`config.mk`:
```
export PLATFORM = sky130hd
export DESIGN_NAME = date_to_day_code
export DESIGN_NICKNAME = d
export VERILOG_FILES = /design/src/rtl/dtdc_pkg.sv /design/src/rtl/dtdc_prep.sv /design/src/rtl/dtdc_range.sv /design/src/rtl/date_to_day_code.sv
export SDC_FILE = /design/constraint.sdc
export NUM_CORES = 1
export LEC_CHECK = 0
export BUFFER_PORTS_ARGS = -buffer_cell sky130_fd_sc_hd__buf_2
export CAP_MARGIN = 10
export CORE_ASPECT_RATIO = 1.1
export CORE_MARGIN = 2
export CORE_UTILIZATION = 40
export CTS_CLUSTER_SIZE = 30
export DETAILED_ROUTE_END_ITERATION = 12
export PLACE_DENSITY = 0.59
export SLEW_MARGIN = 40
export SYNTH_ARGS = -nofsm -noshare
export SYNTH_HDL_FRONTEND = slang
export SYNTH_SLANG_ARGS = --single-unit
```
`constraint.sdc`:
```
create_clock -name clk -period 9.5 [get_ports clk]
set_input_delay 0.475 -clock clk [delete_from_list [all_inputs] [get_ports clk]]
set_output_delay 0.475 -clock clk [all_outputs]
set_load 0.005 [all_outputs]
```
`src/rtl/dtdc_pkg.sv`:
```
// Shared constants, types, lookup tables and the month decode function for the date to day code block.
package dtdc_pkg;

	// Width of the range code; the end date is start + 2^CODE_WIDTH - 2 (13 to 15).
	localparam int CODE_WIDTH = 14;

	localparam int DAY_W   = 7;
	localparam int MONTH_W = 24;
	localparam int YEAR_W  = 14;
	localparam int CODE_W  = 16;
	localparam int MNUM_W  = 4;
	localparam int MOFF_W  = 9;
	localparam int Q100_W  = 8;
	localparam int RD_W    = 24;

	// Rata Die landmarks
	localparam logic [RD_W-2:0] RD_JAN1_1990 = 23'd726468;
	localparam logic [RD_W-2:0] RD_START     = 23'd732312;
	localparam logic [RD_W-2:0] RD_JAN1_9999 = 23'd3651695;
	localparam logic [RD_W-2:0] RD_END       = 23'(732312 + (2 ** CODE_WIDTH) - 2);
	localparam logic [RD_W-1:0] RD_BIAS      = 24'd306;

	localparam logic [CODE_W-1:0] CODE_DOWN = 16'd1;
	localparam logic [CODE_W-1:0] CODE_UP   = 16'hFFFF;
	localparam logic [CODE_W-1:0] CODE_BASE = 16'd2;

	// y/100 as (y * 5243) >> 19, exact for every 14-bit year
	localparam logic [12:0] DIV100_MUL   = 13'd5243;
	localparam int          DIV100_SHIFT = 19;
	localparam int          PROD_W       = YEAR_W + 13;

	localparam logic [MNUM_W-1:0] MONTH_MAR = 4'd3;

	localparam logic [MONTH_W-1:0] MONTH_NAMES [12] = '{
		24'h4A414E, 24'h464542, 24'h4D4152, 24'h415052, 24'h4D4159, 24'h4A554E,
		24'h4A554C, 24'h415547, 24'h534550, 24'h4F4354, 24'h4E4F56, 24'h444543
	};

	// (153*m - 457)/5 with January and February (and the unknown code) taken
	// as months 13, 14 and 12 of the previous year
	localparam logic [MOFF_W-1:0] MONTH_OFFSET [13] = '{
		9'd275, 9'd306, 9'd337, 9'd0, 9'd31, 9'd61, 9'd92,
		9'd122, 9'd153, 9'd184, 9'd214, 9'd245, 9'd275
	};

	typedef struct packed {
		logic                 valid;
		logic                 neg;
		logic [YEAR_W-1:0]    year;
		logic [Q100_W-1:0]    q100;
		logic [MOFF_W-1:0]    moff;
		logic [DAY_W-1:0]     day;
	} dtdc_stage_t;

	function automatic logic [MNUM_W-1:0] month_decode(input logic [MONTH_W-1:0] code);
		logic [MNUM_W-1:0] m;
		m = '0;
		for (int i = 0; i < 12; i++) begin
			if (code == MONTH_NAMES[i]) begin
				m = MNUM_W'(i + 1);
			end
		end
		return m;
	endfunction

endpackage

```
`src/rtl/dtdc_prep.sv`:
```
// Month decode, month offset lookup, year shift and year/100 reciprocal multiply, registered as stage two.
module dtdc_prep (
	input  logic                            clk,
	input  logic                            arst_n,
	input  logic                            valid_s1,
	input  logic [dtdc_pkg::DAY_W-1:0]      day_s1,
	input  logic [dtdc_pkg::MONTH_W-1:0]    month_s1,
	input  logic [dtdc_pkg::YEAR_W-1:0]     year_s1,
	output dtdc_pkg::dtdc_stage_t           stage_s2
);
	import dtdc_pkg::*;

	logic [MNUM_W-1:0] month_num;
	logic              wrap;
	logic [YEAR_W-1:0] year_adj;
	logic [PROD_W-1:0] prod;

	assign month_num = month_decode(month_s1);
	assign wrap      = month_num < MONTH_MAR;
	assign year_adj  = year_s1 - YEAR_W'(wrap);
	assign prod      = PROD_W'(year_adj) * PROD_W'(DIV100_MUL);

	always_ff @(posedge clk or negedge arst_n) begin
		if (!arst_n) begin
			stage_s2 <= '0;
		end else begin
			stage_s2.valid <= valid_s1;
			stage_s2.neg   <= wrap && (year_s1 == '0);
			stage_s2.year  <= year_adj;
			stage_s2.q100  <= prod[DIV100_SHIFT +: Q100_W];
			stage_s2.moff  <= MONTH_OFFSET[month_num];
			stage_s2.day   <= day_s1;
		end
	end

endmodule

```
`src/rtl/dtdc_range.sv`:
```
// Rata Die sum and range encoding into the registered result.
module dtdc_range (
	input  logic                            clk,
	input  logic                            arst_n,
	input  dtdc_pkg::dtdc_stage_t           stage_s2,
	output logic                            valid_s3,
	output logic [dtdc_pkg::CODE_W-1:0]     code_s3,
	output logic                            below_s3,
	output logic                            above_s3
);
	import dtdc_pkg::*;

	logic [RD_W-2:0]   y365;
	logic [RD_W-1:0]   rd;
	logic [RD_W-2:0]   rd_mag;
	logic              neg;
	logic [CODE_W-1:0] code_c;
	logic              below_c;
	logic              above_c;

	assign y365 = (RD_W-1)'(stage_s2.year) * (RD_W-1)'(365);
	assign rd   = RD_W'(y365) + RD_W'(stage_s2.year >> 2) + RD_W'(stage_s2.q100 >> 2)
		+ RD_W'(stage_s2.moff) + RD_W'(stage_s2.day) - RD_W'(stage_s2.q100) - RD_BIAS;
	assign rd_mag = rd[RD_W-2:0];
	assign neg    = stage_s2.neg || rd[RD_W-1];

	always_comb begin
		code_c  = CODE_DOWN;
		below_c = 1'b0;
		above_c = 1'b0;
		if (!neg && rd_mag == RD_JAN1_1990) begin
			code_c = CODE_DOWN;
		end else if (neg || rd_mag < RD_START) begin
			below_c = 1'b1;
		end else if (rd_mag == RD_JAN1_9999) begin
			code_c = CODE_UP;
		end else if (rd_mag > RD_END) begin
			code_c  = CODE_UP;
			above_c = 1'b1;
		end else begin
			code_c = CODE_W'(rd_mag - RD_START) + CODE_BASE;
		end
	end

	always_ff @(posedge clk or negedge arst_n) begin
		if (!arst_n) begin
			valid_s3 <= 1'b0;
		end else begin
			valid_s3 <= stage_s2.valid;
		end
	end

	always_ff @(posedge clk) begin
		code_s3  <= code_c;
		below_s3 <= below_c;
		above_s3 <= above_c;
	end

endmodule

```
`src/rtl/date_to_day_code.sv`:
```
// Top level of the date to day code converter.
//
// Converts a calendar date (day, three-letter ASCII month, year) into a
// compact range code built on the Rata Die day number.
// Request channel: drive day_of_month, month_abbr and year_number and raise
// start; the request is taken at the clock edge where start is high and busy
// is low. busy never rises, so a request can be taken every cycle.
// Result channel: day_code, below_range and above_range are valid for one
// cycle while done is high. The receiver cannot stall the block.
// Pipeline, from the accepting edge to done: input register, month decode plus
// year/100 reciprocal multiply, Rata Die sum plus range compare.
// Throughput: one request per cycle.
// Codes: 1 for 1 Jan 1990 or any other date before 1 Jan 2006 (the others
// also raise below_range), 2 for 1 Jan 2006, 65535 for 1 Jan 9999 or
// anything past the end of the code range (the latter also raises above_range).
// Reset: arst_n clears the stage valid bits; no result is in flight after
// reset and done stays low until a new request has passed through.
module date_to_day_code (
	input  logic                            clk,
	input  logic                            arst_n,
	input  logic                            start,
	output logic                            busy,
	input  logic [dtdc_pkg::DAY_W-1:0]      day_of_month,
	input  logic [dtdc_pkg::MONTH_W-1:0]    month_abbr,
	input  logic [dtdc_pkg::YEAR_W-1:0]     year_number,
	output logic                            done,
	output logic [dtdc_pkg::CODE_W-1:0]     day_code,
	output logic                            below_range,
	output logic                            above_range
);
	import dtdc_pkg::*;

	logic               accept;
	logic               valid_s1;
	logic [DAY_W-1:0]   day_s1;
	logic [MONTH_W-1:0] month_s1;
	logic [YEAR_W-1:0]  year_s1;
	dtdc_stage_t        stage_s2;

	// Every stage advances each cycle; never hold off a request.
	assign busy   = 1'b0;
	assign accept = start && !busy;

	always_ff @(posedge clk or negedge arst_n) begin
		if (!arst_n) begin
			valid_s1 <= 1'b0;
		end else begin
			valid_s1 <= accept;
		end
	end

	// Capture the request fields; payload needs no reset.
	always_ff @(posedge clk) begin
		if (accept) begin
			day_s1   <= day_of_month;
			month_s1 <= month_abbr;
			year_s1  <= year_number;
		end
	end

	dtdc_prep u_prep (
		.clk      (clk),
		.arst_n   (arst_n),
		.valid_s1 (valid_s1),
		.day_s1   (day_s1),
		.month_s1 (month_s1),
		.year_s1  (year_s1),
		.stage_s2 (stage_s2)
	);

	dtdc_range u_range (
		.clk      (clk),
		.arst_n   (arst_n),
		.stage_s2 (stage_s2),
		.valid_s3 (done),
		.code_s3  (day_code),
		.below_s3 (below_range),
		.above_s3 (above_range)
	);

	// An accepted request produces a result at done once it has passed the input, prep and range registers.
	a_latency: assert property (@(posedge clk) disable iff (!arst_n)
		accept |-> ##3 done)
		else $error("result missing three cycles after request");

	a_no_spurious: assert property (@(posedge clk) disable iff (!arst_n)
		(done && $past(arst_n, 3)) |-> $past(accept, 3))
		else $error("result without a matching request");

	a_flags_excl: assert property (@(posedge clk) disable iff (!arst_n)
		done |-> !(below_range && above_range))
		else $error("both range flags set");

	a_below_code: assert property (@(posedge clk) disable iff (!arst_n)
		(done && below_range) |-> (day_code == CODE_DOWN))
		else $error("below range without infinity-down code");

	a_above_code: assert property (@(posedge clk) disable iff (!arst_n)
		(done && above_range) |-> (day_code == CODE_UP))
		else $error("above range without infinity-up code");

endmodule
```
; After elaboration in Yosys (flattened, before gate mapping)
; Memories as Yosys holds them, arrays and structs flattened. A register that Yosys moved wholly into a read port is not among the register bits.
; Cells that the tools add are included.
[totals]
output_inout_bits = 20
register_bits = 96
n_memories = 1
word_cells = 70
in_bits = 48
rom_bits = 144
[op_classes]
magnitude_cmp = 3
bitwise = 1
n_reduce_logical = 10
addsub = 9
n_mux = 16
n_mul = 2
n_eq_ne = 14
[mem_list]
columns = memory, depth, word_bits, rd, rd_ports_with_merged_regs, wr, line
row1 = (no name shown), 16, 9, 1, 1, 0, dtdc_prep.sv:31  ; stage_s2.moff <= MONTH_OFFSET[month_num];
[op_table]
columns = op, count
row1 = $eq A24 B23 Y1 const B, 12
row2 = $mux W4, 11
row3 = $mux W16, 2
row4 = $mul A14 B13 Y27 const B, 1
row5 = $add A23 B12 Y24, 1
row6 = $add A24 B6 Y24, 1
row7 = $add A24 B7 Y24, 1
row8 = $add A24 B9 Y24, 1
row9 = $sub A24 B8 Y24, 1
row10 = $sub A24 B9 Y24 const B, 1
row11 = $eq A23 B20 Y1 const B, 1
row12 = $eq A23 B22 Y1 const B, 1
row13 = $gt A23 B20 Y1 const B, 1
row14 = $lt A23 B20 Y1 const B, 1
row15 = $mul A14 B9 Y23 const B, 1
row16 = $add A16 B2 Y16 const B, 1
row17 = $sub A16 B14 Y16 const B, 1
row18 = $logic_not A14 Y1, 1
row19 = $sub A14 B1 Y14, 1
row20 = $not A4 Y5, 1
row21 = $lt A4 B2 Y1 const B, 1
row22 = $reduce_or A4 Y1, 1
row23 = $mux W1, 3
row24 = $reduce_or A3 Y1, 1
row25 = other kinds (4), 7

; Longest topological paths before layout
; Gate-level depths: netlist of run 1.
[logic_depth]
depth_word = 16
ltp_mapped = 36
ltp_nobuf = 36

; By module
; From an unflattened synthesis of run 1, not the netlist that was laid out.
[hier_totals]
hier_cells = 1213
area_unflattened_um2 = 12474.5
[by_module_without_submodules]
columns = mod, n_inst, seq_area_each_um2, area_each_um2, cells_each
row1 = dtdc_range, 1, 385.4, 5858.1, 649
row2 = dtdc_prep, 1, 1001.0, 5228.8, 516
row3 = date_to_day_code, 1, 1376.3, 1387.6, 48

; Least setup slack after synthesis of run 1
; Ideal clock, no wire load.
[synth_path]
path_type = register to register
startpoint = reg month_s1[12]
endpoint = reg, netlist name u_prep.stage_s2[23]
arrival_time_ps = 7878
required_time_ps = 9420
path_buffers = 0
path_stages_with_launch = 34
period_less_slack_ps = 7958
path_slack_ps = 1542
setup_ps = 80
path_cell_list = edfxtp_1 -> or3_1 -> or4_1 -> nor4b_1 -> and3_1 -> nor2_1 -> o2111ai_1 -> ha_1 -> nor2_1 -> ha_1 -> nor2b_1 -> nand2_1 -> nor3_1 -> xor2_1 -> inv_1 -> fa_1 -> inv_1 -> ha_1 -> inv_1 -> fa_1 -> inv_1 -> fa_1 -> inv_1 -> fa_1 -> inv_1 -> ha_1 -> a211o_1 -> a211oi_1 -> o21ai_0 -> a31oi_1 -> o21ai_0 -> o21a_1 -> nor2_1 -> xnor2_1
[synth_between]
elab_chain_len = 16
elab_cells_between_ends = 27
classes_between = add/sub: 1 / mul: 1 / order compare: 1 / eq/ne: 12 / mux: 12
[synth_rtl]
columns = element, line
row1 = from (decl), date_to_day_code.sv:36  ; logic [MONTH_W-1:0] month_s1;
row2 = from (signal assigned), date_to_day_code.sv:56  ; month_s1 <= month_abbr;
row3 = $eq A24 B23 Y1, dtdc_pkg.sv:59  ; if (code == MONTH_NAMES[i]) begin
row4 = $mux W1, dtdc_pkg.sv:59
row5 = $mux W4 (10 in a row), dtdc_pkg.sv:59
row6 = $mux W4 (*), dtdc_pkg.sv:59
row7 = $lt A4 B2 Y1 (*), dtdc_prep.sv:19  ; assign wrap = month_num < MONTH_MAR;
row8 = $sub A14 B1 Y14 (*), dtdc_prep.sv:20  ; assign year_adj = year_s1 - YEAR_W'(wrap);
row9 = via u_prep.year_adj[11], dtdc_prep.sv:15  ; logic [YEAR_W-1:0] year_adj;
row10 = $mul A14 B13 Y27 (*), dtdc_prep.sv:21  ; assign prod = PROD_W'(year_adj) * PROD_W'(DIV100_MUL);
row11 = via u_prep.prod[26], dtdc_prep.sv:16  ; logic [PROD_W-1:0] prod;
; The timed path passes the listed nets; every way through them passes the cells marked *.
; A chain may end at the register's enable or synchronous reset.

; Worst setup path after layout of run 1
[layout_path]
startpoint = reg month_s1[12]
endpoint = reg, netlist name u_prep.stage_s2[23]
[layout_between]
elab_chain_len = 16
elab_cells_between_ends = 27
classes_between = add/sub: 1 / mul: 1 / order compare: 1 / eq/ne: 12 / mux: 12
[layout_rtl]
columns = element, line
row1 = $eq A24 B23 Y1, dtdc_pkg.sv:59
row2 = $mux W1, dtdc_pkg.sv:59
row3 = $mux W4 (10 in a row), dtdc_pkg.sv:59
row4 = $mux W4 (*), dtdc_pkg.sv:59
row5 = $lt A4 B2 Y1 (*), dtdc_prep.sv:19
row6 = $sub A14 B1 Y14 (*), dtdc_prep.sv:20
row7 = $mul A14 B13 Y27 (*), dtdc_prep.sv:21
row8 = via u_prep.prod[26], dtdc_prep.sv:16
; Marked as above.

==> results of run 1 <==
[worst paths after layout]
| kind | startpoint | end | slack (ps) |
|---|---|---|---|
| worst max-delay path | month_s1[12]$_DFFE_PP_ | u_prep.stage_s2[23]$_DFF_PN0_ | 710 |
| worst min-delay path | arst_n | u_prep.stage_s2[0]$_DFF_PN0_ | 100 |
| worst max register to register | month_s1[12]$_DFFE_PP_ | u_prep.stage_s2[23]$_DFF_PN0_ | 710 |
| worst min register to register | day_s1[0]$_DFFE_PP_ | u_prep.stage_s2[0]$_DFF_PN0_ | 340 |
| max in group asynchronous | arst_n | u_prep.stage_s2[37]$_DFF_PN0_ | 9020 |
| min in group clk | year_number[9] | year_s1[9]$_DFFE_PP_ | 290 |
[Yosys cell counts, drive strengths merged (7+ instances only)]
cell    number  area [µm²]
nor3        16        80.1
fa         151        3020
dfxtp       18         360
a21o        15         113
nor2        45         169
edfxtp      45        1350
or4          8        63.8
a21oi       36         180
xnor2       32         280
nand3       18        90.1
ha         211        2640
inv        286        1070
a31oi        8        50.1
a211oi      22         170
nor4         9        56.3
nand2       41         154
dfrtp       42        1050
xor2        16         140
and3         8        50.1
o21ai       25         125
buf         11        62.6
nand2b       7        43.8
[cell type report]
type	count	area, µm²	share of cell area
well taps	414	518	0.0388
inverters	286	1070	0.0805
repair buffers	73	388	0.0291
flip-flops and latches	105	2760	0.207
clock inverters	7	83.8	0.00628
clock buffers	9	225	0.0169
multi-input cells	766	8290	0.621
[kinds of logic after synthesis]
logic type                 share of synthesized area
adders and majority gates                      0.465
buffers and inverters                         0.0946
and+or+nand+nor                               0.0893
AOI/OAI and AO/OA                             0.0865
DFF                                            0.227
xor gates and xnor gates                      0.0345
muxes                                        0.00329
other                                       0.000308
[per-layer routing]
layer  wire length, µm  share of wire  vias up
met5                 0              0        -
met4               444          0.018        0
met3               642          0.026       25
met2             12200           0.50      121
met1             11000           0.45     3777
li1                  -              -     3999
[metrics by stage]
step | hold WS [ps] | instance area, µm²
after floorplan | 179 | 12200
after global placement | 334 | 13000
after detailed placement | 334 | 13000
after CTS | 119 | 13300
after global routing | 144 | 13300
final | 101 | 13300
[flip-flops by register name (all words and copies together), names as in the netlist, 7 cells and up]
register,flops
day_s1,7
month_s1,24
u_prep.stage_s2,40
u_range.code_s3,16
year_s1,14
[layout by cell type, fill, tap and decap left out, types with 4 or more instances in the layout]
master       n
a21oi_1     35
clkbuf_16    9
ha_1       211
o21a_1       5
nor2b_1      4
o21ai_0     24
inv_1      286
buf_2       64
nor4_1       9
a31oi_1      8
nor2_1      45
or3_1        6
nor4bb_1     4
nand3_1     18
nand2_1     41
a211oi_1    21
dfrtp_1     42
dfxtp_1     18
a211o_1      4
nand4_1      4
and2_1       6
fa_1       151
and3_1       8
nor3_1      16
xnor2_1     30
or4_1        7
mux2i_1      4
and4_1       4
edfxtp_1    45
xor2_1      16
nand2b_1     7
a21o_1      15
nor3b_1      5
buf_4        9
==> reports/metrics.yaml, run 1 <==
status: "completed"
nNetsFinal: 1651
syn_nets: 1582
row_count: 67
htree_levels: 3
final_max_slew_viol_count: 0
via_per_inst: 4.77
drc: 0
finalCritPeriodShare: 0.925
dr.pass1.iters: 5
min_period_ps: 8790
cts_hold_buf: 0
post-place-cells: 1644
yosysWarnings: 0
critical_path.startpoint_type: "register"
place.gp.congestion: 0.853
cts_buffer_depth: 2
relSlewSlack: 0.475
synth_flop_cell: "edfxtp_1"
synth_edf_count: 45
cts_tree: "yes"
clockRootBuffer: "clkbuf_16"
cts_resized: 0
syn_area_per_cell_um2: 10.4
setup_ws_ps: 710
worstPathRequired_ps: 9770
postCtsSetupBuffers: 0
die_w_um: 170
reg2reg_depth: 33
core_area_mm2: 0.0303
cts_buffers: 9
grt_pass1_wl_um: 41200
grt_pass1_vias: 8493
fillers: 2931
syn2layout_area_growth_pct: 9.48
routed_wl_um: 24300
dieArea_mm2: 0.0319
drive_gt1_frac: 0.0843
io-pin-count: 68
ys_types: 74
avgRoutedWirePerCell_um: 14.6
grtUsageTotal: 0.162
ys_seq_elements: 105
hold_viol_final: 0
cap_violations: 0
grt_max_degree: 47
async_flop_share: 0.400
crit_cells: 33
ant_nets: 0
fin_cells: 1660
critPathTopFamily: "adder cells"
initial_core_util: 0.403
cp.arrival_ps: 9060
max_freq_ghz: 0.114
antenna_found_initial: 0
holdCritPathClass: "in -> async"
place_ws_ps: 621
clk_pin_slew_ps: 80
cts_sinks: 105
met2_usage: 0.290
gr-usage-met1: 0.208
critPathMaxStageDelay_ps: 550
path_class: "reg -> reg"
skew_ps: 22.8
met3_usage: 0.0214
die_h_um: 187
synth_cells: 1172
rsz0062_at_grt: "false"
synth_area_mm2: 0.0122
clk_latency_ps: 360
path_buf_inv: 5
insertedDiodeCount: 0
grt-busiest-layer: "met2"
fin_util: 0.441
setup_violations: 0
drt-initial-drc-count: 260
dp_hpwl_um: 21300
port_buffers: 66
worst-path-max-fanout: 7
vias: 7922
worst_pin_slew_ps: 780
tns_ps: 0
cp_slowest_cell: "or4_1"
yosysSeqAreaShare: 0.227
worst_setup_path_end_kind: "register"
grt.overflow.total: 0
Power of run 1 is not shown: default switching activity piles up to over one toggle a cycle in this logic, so the estimate is an artifact.
==> run 2, diff against run 1 <==
--- a/config.mk
+++ b/config.mk
@@ -12,8 +12,7 @@
 export CORE_UTILIZATION = 40
 export CTS_CLUSTER_SIZE = 30
 export DETAILED_ROUTE_END_ITERATION = 12
-export PLACE_DENSITY = 0.59
-export SLEW_MARGIN = 40
+export PLACE_DENSITY = 0.63
 export SYNTH_ARGS = -nofsm -noshare
 export SYNTH_HDL_FRONTEND = slang
 export SYNTH_SLANG_ARGS = --single-unit
==> reports/metrics.yaml, run 2 (synthesis gave the netlist of run 1 again) <==
grt_pass1_vias: 8619  # +1.5%
drc: 0  # unchanged
rsz0062_at_grt: "false"
status: "completed"
cts_hold_buf: 0  # unchanged
grtUsageTotal: 0.162  # -0.000622
ant_nets: 0  # unchanged
final_common_cell: "inv_1"
dr_wl_met2_um: 11900  # -2.5%
r2r_start: "month_s1[0]$_DFFE_PP_"
clk_latency_ps: 360  # about the same
cts_buffers: 9  # unchanged
largest_reg_flops: 40  # unchanged
clockRootBuffer: "clkbuf_16"
min_period_ps: 8690  # -98.4 ps
dieArea_mm2: 0.0319  # unchanged
reg2reg_depth: 29  # -12%
cp.arrival_ps: 8970  # -90 ps
cap_violations: 0  # unchanged
insertedDiodeCount: 0  # unchanged
wl_met3_um: 597  # -7.0%
clk_pin_slew_ps: 80  # about the same
r2r_end: "u_prep.stage_s2[23]$_DFF_PN0_"
initial_core_util: 0.403  # unchanged
cts_sinks: 105  # unchanged
port_buffers: 66  # unchanged
avgRoutedWirePerCell_um: 14.4  # -1.8%
tns_ps: 0  # unchanged
reg2reg_slack_ps: 810  # +100 ps
final_max_slew_viol_count: 0  # unchanged
fin_cells: 1658  # -0.12%
postCtsSetupBuffers: 0  # unchanged
drt-initial-drc-count: 256  # -1.5%
cts_buffer_depth: 2  # unchanged
reg_top3: "u_prep.stage_s2: 40 flops, month_s1: 24 flops, u_range.code_s3: 16 flops"
critPathMaxStageDelay_ps: 580  # +30 ps
dr.pass1.iters: 5  # unchanged
nNetsFinal: 1649  # -0.12%
grt_pass1_wl_um: 41100  # -0.20%
critPathTopFamily: "adder cells"
place.gp.congestion: 0.880  # +3.1%
dp_hpwl_um: 20900  # -2.0%
worstPathRequired_ps: 9780  # about the same
setup_ws_ps: 809  # +98.4 ps
wl_met1_um: 10900  # -1.5%
worst-path-max-fanout: 8  # +1
die_w_um: 170  # unchanged
skew_ps: 14.7  # -8.14 ps
hold_viol_final: 0  # unchanged
antenna_found_initial: 1  # +1
path_buf_inv: 4  # -1
path_class: "reg -> reg"
finalCritPeriodShare: 0.915  # -0.0104
max_freq_ghz: 0.115  # +1.1%
most-common-layout-cells: "inv_1 (286), ha_1 (211), fa_1 (151), buf_2 (66)"
worst_setup_path_end_kind: "register"
cts_resized: 0  # unchanged
dr.max_layer_used: "met4"
vias: 8054  # +1.7%
worst_pin_slew_ps: 1130  # +352 ps
relSlewSlack: 0.246  # -0.229
routed_wl_um: 23800  # -2.0%
multiInputGateArea_mm2: 0.00830  # +0.14%
cts_tree: "yes"
cp_slowest_cell: "or4_1"
fin_util: 0.440  # -0.000455
setup_violations: 0  # unchanged
register_area_mm2: 0.00276  # unchanged
via_per_inst: 4.86  # +1.8%
grt.overflow.total: 0  # unchanged
post-place-cells: 1642  # -0.12%
fillers: 2883  # -1.6%
critical_path.startpoint_type: "register"
holdCritPathClass: "in -> async"
grt_max_degree: 47  # unchanged
io-pin-count: 68  # unchanged
core_area_mm2: 0.0303  # unchanged
top_register: "u_prep.stage_s2"
die_h_um: 187  # unchanged
htree_levels: 3  # unchanged
syn2layout_area_growth_pct: 9.37
drive_gt1_frac: 0.0836  # -0.000668
place_ws_ps: 617  # -4.32 ps
row_count: 67  # unchanged
run 2: cell count changes in the layout (fill, tap and decap cells not counted), sizes merged:
cell,before,now
clkbuf,9,10
buf,73,71
bufinv,1,0
clkinv,0,2
inv,289,290
clkinvlp,3,0
run 2: final cells by class:
cell class              count  area share
flip-flops and latches    105       0.207
inverters                 286      0.0806
multi-input cells         766       0.623
repair buffers             71      0.0276
clock buffers              10      0.0179
well taps                 414      0.0389
clock inverters             6     0.00488
run 2: how the worst max path moves through the flow:
stage	cells past startpoint	start	end
after floorplan	33	month_s1[12]$_DFFE_PP_	u_prep.stage_s2[23]$_DFF_PN0_
after global placement	29	month_s1[0]$_DFFE_PP_	u_prep.stage_s2[23]$_DFF_PN0_
after detailed placement	29	month_s1[0]$_DFFE_PP_	u_prep.stage_s2[23]$_DFF_PN0_
after CTS	29	month_s1[0]$_DFFE_PP_	u_prep.stage_s2[23]$_DFF_PN0_
after global routing	33	month_s1[12]$_DFFE_PP_	u_prep.stage_s2[23]$_DFF_PN0_
final	29	month_s1[0]$_DFFE_PP_	u_prep.stage_s2[23]$_DFF_PN0_
run 2: stage by stage:
step	hold WS, ps	cell area, µm²
floorplan	179	12200
global placement	334	13000
detailed placement	334	13000
CTS	272	13300
global route	270	13300
finish	267	13300
run 2: routing by layer:
layer	up-vias	track usage
li1	4001	-
met1	3894	0.206
met2	130	0.288
met3	29	0.0195
met4	0	0.0437
met5	-	0
Power of run 2 is left out for the same reason.
==> run 3, diff against run 2 <==
--- a/config.mk
+++ b/config.mk
@@ -12,7 +12,8 @@
 export CORE_UTILIZATION = 40
 export CTS_CLUSTER_SIZE = 30
 export DETAILED_ROUTE_END_ITERATION = 12
-export PLACE_DENSITY = 0.63
+export GPL_TIMING_DRIVEN = 0
+export PLACE_DENSITY = 0.58
 export SYNTH_ARGS = -nofsm -noshare
 export SYNTH_HDL_FRONTEND = slang
 export SYNTH_SLANG_ARGS = --single-unit
==> reports/metrics.yaml, run 3 (synthesis gave the netlist of run 1 again) <==
worst_setup_path_end_kind: "register"
relSlewSlack: 0.191  # -0.0547
fin_util: 0.444  # +0.00360
hold_viol_final: 0  # unchanged
largest_reg_flops: 40  # unchanged
port_buffers: 66  # unchanged
dr.max_layer_used: "met4"
htree_levels: 3  # unchanged
dr.pass1.iters: 4  # -1
clk_pin_slew_ps: 80  # about the same
status: "completed"
die_w_um: 170  # unchanged
reg_top3: "u_prep.stage_s2: 40 flops, month_s1: 24 flops, u_range.code_s3: 16 flops"
cts_buffers: 9  # unchanged
grt_max_degree: 47  # unchanged
dp_hpwl_um: 20700  # -0.82%
grt_pass1_wl_um: 41000  # -0.37%
hold-worst-slack_ps: 235  # -32.4 ps
die_h_um: 187  # unchanged
cts_sinks: 105  # unchanged
via_per_inst: 4.79  # -1.3%
vias: 8011  # -0.53%
place.gp.congestion: 0.866  # -1.5%
clockRootBuffer: "clkbuf_16"
initial_core_util: 0.403  # unchanged
syn2layout_area_growth_pct: 10.3
min_period_ps: 8910  # +221 ps
cts_hold_buf: 0  # unchanged
rsz0062_at_grt: "false"
dr_wl_met2_um: 12100  # +1.7%
cts_buffer_depth: 2  # unchanged
antenna_found_initial: 0  # -1
cap_violations: 0  # unchanged
top_register: "u_prep.stage_s2"
r2r_end: "u_prep.stage_s2[23]$_DFF_PN0_"
worst_pin_slew_ps: 1210  # +73.4 ps
reg2reg_depth: 30  # +3.4%
grtUsageTotal: 0.162  # about the same
drive_gt1_frac: 0.0931  # +0.00948
io-pin-count: 68  # unchanged
reg2reg_slack_ps: 590  # -220 ps
grt.overflow.total: 0  # unchanged
max_freq_ghz: 0.112  # -2.5%
avgRoutedWirePerCell_um: 14.2  # -1.4%
row_count: 67  # unchanged
wl_met3_um: 585  # -2.0%
holdCritPathClass: "in -> async"
place_ws_ps: 270  # -347 ps
skew_ps: 10.2  # -4.45 ps
finalCritPeriodShare: 0.938  # +0.0233
grt_pass1_vias: 8563  # -0.65%
final_max_slew_viol_count: 0  # unchanged
critical_path.startpoint_type: "register"
tns_ps: 0  # unchanged
wl_met1_um: 10600  # -2.7%
critPathMaxStageDelay_ps: 850  # +270 ps
final_common_cell: "inv_1"
ant_nets: 0  # unchanged
cp.arrival_ps: 9200  # +230 ps
clk_latency_ps: 360  # about the same
cp_slowest_cell: "xor2_1"
drt-initial-drc-count: 369  # +44%
most-common-layout-cells: "inv_1 (286), ha_1 (211), fa_1 (151), buf_2 (74)"
path_class: "reg -> reg"
r2r_start: "month_s1[13]$_DFFE_PP_"
dieArea_mm2: 0.0319  # unchanged
setup_violations: 0  # unchanged
insertedDiodeCount: 0  # unchanged
nNetsFinal: 1662  # +0.79%
core_area_mm2: 0.0303  # unchanged
routed_wl_um: 23700  # -0.63%
worst-path-max-fanout: 7  # -1
setup_ws_ps: 587  # -221 ps
worstPathRequired_ps: 9780  # about the same
drc: 0  # unchanged
cts_tree: "yes"
-- run 3: cell count changes in the layout (fill, tap and decap cells not counted), moves of 2 or more --
| cell | change |
|---|---|
| clkinv_8 | +2 |
| clkbuf_1 | +3 |
| xor2_1 | -2 |
| buf_2 | +8 |
| xor2_2 | +2 |
-- run 3: worst max-delay path, delay by kind of cell, from the launching register on --
family	cells	cell delay (ps)
simple gates	11	2840
fa+ha+maj	7	2820
compound gates	6	1610
xor+xnor	2	970
flops	1	360
buf+inv	4	200
-- run 3: worst max path at each step --
stage,from,endpoint,slack (ps),cells after the start
5_1_grt,month_s1[13]$_DFFE_PP_,u_prep.stage_s2[23]$_DFF_PN0_,20,31
3_3_place_gp,month_s1[12]$_DFFE_PP_,u_prep.stage_s2[23]$_DFF_PN0_,360,33
6_report,month_s1[13]$_DFFE_PP_,u_prep.stage_s2[23]$_DFF_PN0_,590,30
3_5_place_dp,month_s1[13]$_DFFE_PP_,u_prep.stage_s2[23]$_DFF_PN0_,270,33
4_1_cts,month_s1[13]$_DFFE_PP_,u_prep.stage_s2[23]$_DFF_PN0_,220,33
2_1_floorplan,month_s1[12]$_DFFE_PP_,u_prep.stage_s2[23]$_DFF_PN0_,1540,33
-- run 3: metrics by stage --
stage,cell area (µm²),cells
after global placement,13000,1652
after detailed placement,13000,1652
final,13400,1671
after global routing,13400,1671
after floorplan,12200,1172
after CTS,13300,1668
-- run 3: what timing repair did --
item	4_1_cts	5_1_grt
hold endpoints to repair	0	0
resized for setup	0	9
setup buffers	0	3
setup endpoints to repair	0	6
-- run 3: routing by layer --
| layer | vias to the layer above | track usage |
|---|---|---|
| met5 | - | 0 |
| met4 | 0 | 0.0385 |
| met3 | 22 | 0.0231 |
| met2 | 107 | 0.291 |
| met1 | 3854 | 0.204 |
| li1 | 4028 | - |
-- run 3: layout make-up --
class,count,area [µm²]
fillers,2928,16800
multi-input cells,766,8340
flip-flops and latches,105,2760
inverters,286,1070
well taps,414,518
repair buffers,69,353
clock buffers,10,239
plain buffers,15,78.8
clock inverters,6,70.1
Power of run 3 is left out for the same reason.
